**config.mk**
```make
export PLATFORM = sky130hd
export DESIGN_NAME = ir_pulse_width_recorder
export DESIGN_NICKNAME = d
export VERILOG_FILES = /design/src/rtl/ipwr_pkg.sv /design/src/rtl/ipwr_store.sv /design/src/rtl/ipwr_ctrl.sv /design/src/rtl/ir_pulse_width_recorder.sv
export SDC_FILE = /design/constraint.sdc
export NUM_CORES = 2
export LEC_CHECK = 0
export ABC_AREA = 0
export ABC_CLOCK_PERIOD_IN_PS = 3800
export BUFFER_PORTS_ARGS = -buffer_cell sky130_fd_sc_hd__buf_2
export CAP_MARGIN = 10
export CORE_MARGIN = 2
export CORE_UTILIZATION = 45
export DETAILED_ROUTE_END_ITERATION = 7
export PLACE_DENSITY = 0.65
export SLEW_MARGIN = 0
export SYNTH_ARGS = -nofsm -noshare
export SYNTH_HDL_FRONTEND = slang
export SYNTH_SLANG_ARGS = --single-unit
```
**constraint.sdc**
```tcl
create_clock -name clk -period 3.8 [get_ports clk]
set_input_delay 0.76 -clock clk [delete_from_list [all_inputs] [get_ports clk]]
set_output_delay 0.76 -clock clk [all_outputs]
set_load 0.01 [all_outputs]
```
**src/rtl/ipwr_pkg.sv**
```systemverilog
// Shared types and constants for the IR pulse width recorder.
`default_nettype none
package ipwr_pkg;

  localparam int CAPTURE_DEPTH_DEF = 128;
  localparam int TIMER_WIDTH_DEF   = 16;
  localparam int READ_WIDTH_W      = 16;
  localparam int STORED_COUNT_W    = 8;
  localparam int READ_INDEX_W      = 7;

  typedef enum logic [1:0] {
    REQ_TICK = 2'd0,
    REQ_EDGE = 2'd1,
    REQ_READ = 2'd2,
    REQ_ACK  = 2'd3
  } ipwr_kind_t;

  typedef struct packed {
    ipwr_kind_t                req_type;
    logic [READ_INDEX_W-1:0]   read_index;
  } ipwr_req_t;

  typedef struct packed {
    logic [READ_WIDTH_W-1:0]   read_width;
    logic [STORED_COUNT_W-1:0] stored_count;
    logic                      recording_done;
    logic                      overflow_seen;
    logic                      line_active;
    logic                      measuring;
  } ipwr_rsp_t;

  typedef struct packed {
    logic done;
    logic drop;
    logic polarity;
    logic running;
  } ipwr_status_t;

endpackage
`default_nettype wire

```
**src/rtl/ipwr_store.sv**
```systemverilog
// Capture memory: one write port, one registered read port.
`default_nettype none
module ipwr_store #(
  parameter int CAPTURE_DEPTH = 128,
  parameter int TIMER_WIDTH   = 16,
  localparam int AW = (CAPTURE_DEPTH > 1) ? $clog2(CAPTURE_DEPTH) : 1
) (
  input  wire logic                   clk,
  input  wire logic                   wr_en,
  input  wire logic [AW-1:0]          wr_addr,
  input  wire logic [TIMER_WIDTH-1:0] wr_data,
  input  wire logic                   rd_en,
  input  wire logic [AW-1:0]          rd_addr,
  output      logic [TIMER_WIDTH-1:0] rd_data
);

  logic [TIMER_WIDTH-1:0] mem [CAPTURE_DEPTH];

  always_ff @(posedge clk) begin
    if (wr_en) begin
      mem[wr_addr] <= wr_data;
    end
  end

  always_ff @(posedge clk) begin
    if (rd_en) begin
      rd_data <= mem[rd_addr];
    end
  end

endmodule
`default_nettype wire

```
**src/rtl/ipwr_ctrl.sv**
```systemverilog
// Timer, polarity, count and mark updates with capture write generation.
`default_nettype none
module ipwr_ctrl #(
  parameter int CAPTURE_DEPTH = 128,
  parameter int TIMER_WIDTH   = 16,
  localparam int AW = (CAPTURE_DEPTH > 1) ? $clog2(CAPTURE_DEPTH) : 1,
  localparam int CW = $clog2(CAPTURE_DEPTH + 1)
) (
  input  wire logic                   clk,
  input  wire logic                   rst,
  input  wire logic                   accept,
  input  wire ipwr_pkg::ipwr_kind_t   kind,
  output      logic                   wr_en,
  output      logic [AW-1:0]          wr_addr,
  output      logic [TIMER_WIDTH-1:0] wr_data,
  output      logic [CW-1:0]          count,
  output      ipwr_pkg::ipwr_status_t status
);

  import ipwr_pkg::*;

  logic [TIMER_WIDTH-1:0] timer, timer_next;
  logic [CW-1:0]          count_next;
  ipwr_status_t           status_next;
  logic                   full;
  logic                   wrap;

  assign full    = (count >= CW'(CAPTURE_DEPTH));
  assign wrap    = (timer == '1);
  assign wr_addr = AW'(count);
  assign wr_data = timer;

  always_comb begin
    timer_next  = timer;
    count_next  = count;
    status_next = status;
    wr_en       = 1'b0;
    if (accept) begin
      unique case (kind)
        REQ_TICK: begin
          if (status.running) begin
            timer_next = timer + 1'b1;
            if (wrap && !status.polarity) begin
              status_next.done    = status.done | ~status.drop;
              status_next.drop    = 1'b0;
              status_next.running = 1'b0;
            end
          end
        end
        REQ_EDGE: begin
          status_next.polarity = ~status.polarity;
          status_next.running  = 1'b1;
          if (!status.running) begin
            count_next = '0;
          end else begin
            timer_next = '0;
            if (status.done || full) begin
              status_next.drop = 1'b1;
            end else begin
              wr_en      = 1'b1;
              count_next = count + 1'b1;
            end
          end
        end
        REQ_READ: begin
        end
        REQ_ACK: begin
          status_next.done = 1'b0;
        end
      endcase
    end
  end

  always_ff @(posedge clk) begin
    if (rst) begin
      timer  <= '0;
      count  <= '0;
      status <= '0;
    end else begin
      timer  <= timer_next;
      count  <= count_next;
      status <= status_next;
    end
  end

  a_stopped_timer_zero: assert property (@(posedge clk) disable iff (rst)
    !status.running |-> timer == '0)
    else $error("timer nonzero while stopped");

  a_count_bound: assert property (@(posedge clk) disable iff (rst)
    count <= CW'(CAPTURE_DEPTH))
    else $error("capture count beyond depth");

  a_drop_needs_run: assert property (@(posedge clk) disable iff (rst)
    status.drop |-> status.running)
    else $error("overflow mark set with timer stopped");

  a_write_in_range: assert property (@(posedge clk) disable iff (rst)
    wr_en |-> !full && !status.done && status.running)
    else $error("capture write while full, done or stopped");

endmodule
`default_nettype wire

```
**src/rtl/ir_pulse_width_recorder.sv**
```systemverilog
// Top level of the IR pulse width recorder.
// Takes one item per clock when the result side keeps up; each result passes through the
// read stage register and then the output register (the capture memory read and the read
// stage register load at the edge that takes the item, the output register loads when the
// read stage advances). All recorder state except the capture buffer sits in flip-flops
// updated at the edge that takes the item; the buffer is a single memory written by edge
// items and read by read items. The buffer needs no clearing after reset: entries at or
// beyond the stored count read as zero. A full result register with a stalled consumer
// stalls the input side after one further item is held in the read stage.
`default_nettype none
module ir_pulse_width_recorder #(
  parameter int CAPTURE_DEPTH = ipwr_pkg::CAPTURE_DEPTH_DEF,
  parameter int TIMER_WIDTH   = ipwr_pkg::TIMER_WIDTH_DEF
) (
  input  wire logic                clk,
  input  wire logic                rst,
  input  wire logic                req_valid,
  output      logic                req_stall,
  input  wire ipwr_pkg::ipwr_req_t req,
  output      logic                rsp_valid,
  input  wire logic                rsp_stall,
  output      ipwr_pkg::ipwr_rsp_t rsp
);

  import ipwr_pkg::*;

  localparam int AW = (CAPTURE_DEPTH > 1) ? $clog2(CAPTURE_DEPTH) : 1;
  localparam int CW = $clog2(CAPTURE_DEPTH + 1);
  localparam int XW = (CW > READ_INDEX_W) ? CW : READ_INDEX_W;

  logic                   accept;
  logic                   wr_en;
  logic [AW-1:0]          wr_addr;
  logic [TIMER_WIDTH-1:0] wr_data;
  logic                   rd_en;
  logic [TIMER_WIDTH-1:0] rd_data;
  logic [CW-1:0]          count;
  ipwr_status_t           status;
  logic [XW-1:0]          idx_x;
  logic                   in_range;
  logic                   s1_valid;
  logic                   s1_hit;
  logic                   s1_adv;

  assign s1_adv    = !rsp_valid || !rsp_stall;
  assign req_stall = s1_valid && !s1_adv;
  assign accept    = req_valid && !req_stall;
  assign idx_x     = XW'(req.read_index);
  assign in_range  = (idx_x < XW'(count)) && (idx_x < XW'(CAPTURE_DEPTH));
  assign rd_en     = accept && (req.req_type == REQ_READ);

  ipwr_ctrl #(
    .CAPTURE_DEPTH (CAPTURE_DEPTH),
    .TIMER_WIDTH   (TIMER_WIDTH)
  ) u_ctrl (
    .clk     (clk),
    .rst     (rst),
    .accept  (accept),
    .kind    (req.req_type),
    .wr_en   (wr_en),
    .wr_addr (wr_addr),
    .wr_data (wr_data),
    .count   (count),
    .status  (status)
  );

  ipwr_store #(
    .CAPTURE_DEPTH (CAPTURE_DEPTH),
    .TIMER_WIDTH   (TIMER_WIDTH)
  ) u_store (
    .clk     (clk),
    .wr_en   (wr_en),
    .wr_addr (wr_addr),
    .wr_data (wr_data),
    .rd_en   (rd_en),
    .rd_addr (AW'(idx_x)),
    .rd_data (rd_data)
  );

  always_ff @(posedge clk) begin
    if (rst) begin
      s1_valid  <= 1'b0;
      rsp_valid <= 1'b0;
    end else begin
      if (!req_stall) begin
        s1_valid <= accept;
      end
      if (s1_adv) begin
        rsp_valid <= s1_valid;
      end
    end
  end

  always_ff @(posedge clk) begin
    if (accept) begin
      s1_hit <= rd_en && in_range;
    end
    if (s1_adv && s1_valid) begin
      rsp.read_width     <= s1_hit ? READ_WIDTH_W'(rd_data) : '0;
      rsp.stored_count   <= STORED_COUNT_W'(count);
      rsp.recording_done <= status.done;
      rsp.overflow_seen  <= status.drop;
      rsp.line_active    <= status.polarity;
      rsp.measuring      <= status.running;
    end
  end

  a_stall_only_when_held: assert property (@(posedge clk) disable iff (rst)
    req_stall |-> s1_valid && rsp_valid && rsp_stall)
    else $error("input stalled with free pipeline");

  a_held_stage_stays: assert property (@(posedge clk) disable iff (rst)
    s1_valid && !s1_adv |=> s1_valid)
    else $error("held read stage item lost");

  a_rsp_held: assert property (@(posedge clk) disable iff (rst)
    rsp_valid && rsp_stall |=> rsp_valid && $stable(rsp))
    else $error("stalled result changed");

endmodule
`default_nettype wire
```
==> impl_metrics.csv <==
group,metric,value,unit
routing,drt-vias-per-instance,5.881,
synthesis,synth-edff-count,2093,
floorplanning,die_h,429.5,microns
min_path,hp-class,"input port to flip-flop",
clock_network,cts_buffers,209,
setup_path,crit_buf_inv,4,
setup_path,worstSetupEndpointType,"flip-flop",
setup_path,cpMaxStageDelayCell,"or4_1",
sta,finalCritPeriodShare,0.8220,
sta,fmax,320.2,MHz
routing,postRouteAntennaNets,0,
routing,drtPass1Iterations,5,
routing,routed_wl,201300,microns
clock_network,path_clk_slew,0.06,ns
synthesis,yosys.cell_count.top_type,"edfxtp_1",
synthesis,ys_warn_count,0,
routing,wl_per_cell,29.13,microns
synthesis,async_flop_share,0,
sta,finalSetupViolCount,0,
flow_run,cap_violations,0,
setup_path,reg2reg_depth,6,
final_layout,areaGrowthSynthToFinish,14.95,%
floorplanning,pin_count,43,
synthesis,yosysTopAreaCellShare,0.7715,
power,power_frac_comb,0.033,
synthesis,synth_area,81470,sq um
setup_path,path_depth,9,
setup_path,crit_path_max_fanout,20,
synthesis,synth_seq_area_share,0.7788,
power,p_sw,9613,uW
final_layout,nFillCells,14050,
synthesis,syn_inst,3995,
power,power.total,47080,uW
setup_path,cp.required,4.39,ns
power,peakVddDrop,409.6,uV
clock_network,htree_levels,4,
synthesis,ys.flop_type,"edfxtp_1",
final_layout,final_nets,4385,
clock_network,clock_latency,0.86,ns
synthesis,yosys.area.top_type,"edfxtp_1",
status,status,"complete, no violations",
power,p_seq_frac,0.539,
final_layout,drive_above_1_share,0.2323,
setup_path,max_stage_delay,0.58,ns
setup_path,cpMostUsedCell,"buf_12",
synthesis,synthTopCellsByArea,"edfxtp_1 (77%), mux4_2 (9.3%), mux2i_1 (4.9%), a22oi_1 (1.5%), nor2_1 (0.86%)",
placement,globalplace.congestion,0.8202,
clock_network,cts_tree,"built",
sta,slew_violations,0,
clock_network,cts_sinks,2123,
synthesis,syn_avg_cell_area,20.39,sq um
synthesis,synth_common_cells,"edfxtp_1 (2093), mux2i_1 (399), mux4_2 (336)",
clock_network,ctsHoldBuffers,0,
clock_network,clock_path_buffers,3,
routing,drc_errors,0,
routing,drtIter0Drc,4541,
sta,fin_crit,3.124,ns
setup_path,criticalPathCategory,"input port to flip-flop",
power,powerDensity,502.8,nW/um^2
clock_network,cts-resized-gates,0,
power,p_int,37470,uW
power,leakagePower,0.03282,uW
power,clkPwrFrac,0.428,
sta,slew_headroom,0.3282,
setup_path,arrival,3.72,ns
min_path,hold_depth,2,
placement,hpwl,119300,microns
sta,rsz0062_at_grt,"no",
floorplanning,start_util,0.4517,
floorplanning,rows,156,
global_routing,antenna_found_initial,10,
clock_network,cts-root-buf,"clkbuf_16",
power,swShare,0.2042,
setup_path,critPathLaunchType,"input port",
setup_path,crit_chain,"buf_8, buf_12, buf_12, buf_4, mux4_2, mux2_2, a21oi_1, o22ai_1, or4_1",
global_routing,grt_pass1_wl,288200,microns
global_routing,first_global_vias,40330,
global_routing,gr-total-overflow,0,
global_routing,grt_util_all_layers,0.2158,
sta,max_slew.worst_pin.slew,1.008,ns
floorplanning,coreArea,180400,sq um
sta,timing.final.hold_violations,0,
synthesis,synth_cell_types,47,
placement,io_buffers,42,
sta,fin_skew,0.07240,ns
routing,num_vias,40650,
floorplanning,dieArea,184500,sq um
sta,whs,0.2135,ns
global_routing,grt_start_max_net_pins,83,
clock_network,cts_setup_buffers,0,
floorplanning,die_x,429.5,microns
setup_path,critPathTopFamily,"buffers and inverters",
synthesis,synth_fp_nets,4017,
synthesis,synth_seq_cells,2123,
cells in the final DEF, fill, tap and decap left out, types with 50 or more instances in the layout:
cell type,synthesis,layout
clkinv_1,0,53
mux4_2,336,336
edfxtp_1,2093,2093
buf_12,0,50
a21oi_1,57,57
a22oi_1,160,160
nand2_1,102,102
a221oi_1,59,59
clkbuf_16,0,212
nand3_1,81,81
buf_4,6,288
mux2i_1,399,399
nor2_1,187,183
flip-flops by register name (all words and copies together), names as in the netlist:
name and cells:
s1_valid 1, u_ctrl.status 4, u_ctrl.wr_data 16, u_store.rd_data 16, rsp_valid 1, rsp 28, u_ctrl.count 8, u_store.mem 2048
s1_hit 1
final cells by class:
type / count / area (sq um) / area share
clock inverter: 128 / 1207 / 0.01289
timing repair buffer: 380 / 3393 / 0.03623
sequential: 2123 / 63510 / 0.6782
multi-input combinational: 1621 / 16980 / 0.1813
inverter: 28 / 105.1 / 0.001122
tap: 2370 / 2965 / 0.03166
antenna: 4 / 10.01 / 0.0001069
clock buffer: 258 / 5478 / 0.05849
per-stage QoR:
| stage | setup TNS [ns] | instance area (sq um) | utilization | setup WS [ns] | cells |
|---|---|---|---|---|---|
| 6_report | 0 | 93650 | 0.5193 | 0.6765 | 6912 |
| 5_1_grt | 0 | 93640 | 0.5192 | 0.6974 | 6908 |
| 4_1_cts | 0 | 93640 | 0.5192 | 0.7764 | 6908 |
| 3_5_place_dp | -0.4934 | 86950 | 0.4821 | -0.1496 | 6522 |
| 3_3_place_gp | -0.4463 | 86950 | 0.4821 | -0.1421 | 6522 |
| 2_1_floorplan | 0 | 81470 | - | 0.2598 | 3995 |
worst paths after layout:
check	from	endpoint	slack (ns)
worst max-delay path	req[0]	u_store.rd_data[9]	0.68
worst min-delay path	rst	u_ctrl.wr_data[1]	0.21
worst max register to register	u_store.mem[10][8]	u_store.rd_data[8]	1.02
worst min register to register	u_ctrl.status[2]	rsp[2]	0.46
routing by layer:
metal / part of all wire / GRT usage / vias to the layer above / wire (microns)
li1: - / - / 17260 / -
met1: 0.41 / 0.2955 / 21530 / 82060
met2: 0.49 / 0.3507 / 1538 / 98450
met3: 0.062 / 0.03074 / 311 / 12540
met4: 0.041 / 0.08699 / 8 / 8234
met5: 0.00028 / 0 / - / 57
power groups by stage:
| stage | sequential, uW | clock (uW) | combinational [uW] |
|---|---|---|---|
| final | 25400 | 20200 | 1550 |
| after global routing | 25400 | 21400 | 1620 |
| after CTS | 25400 | 20400 | 1560 |
| after detailed placement | 25900 | 0 | 1550 |
| after global placement | 25900 | 0 | 1550 |
| after floorplan | 25900 | 0 | 944 |
cells by family (layout without fill, tap and decap cells):
group / count (synthesis) / count (layout) / synth area share
XOR/XNOR: 18 / 18 / 0.001935
other: 0 / 4 / 0
AO/OA/AOI/OAI: 381 / 381 / 0.03466
multiplexers: 750 / 750 / 0.1440
buffers and inverters: 251 / 794 / 0.01347
adder cells (fa/ha/maj): 9 / 9 / 0.001382
flip-flops: 2123 / 2123 / 0.7788
AND/OR/NAND/NOR: 463 / 463 / 0.02572
No activity file was read; power rests on OpenSTA's default activity.
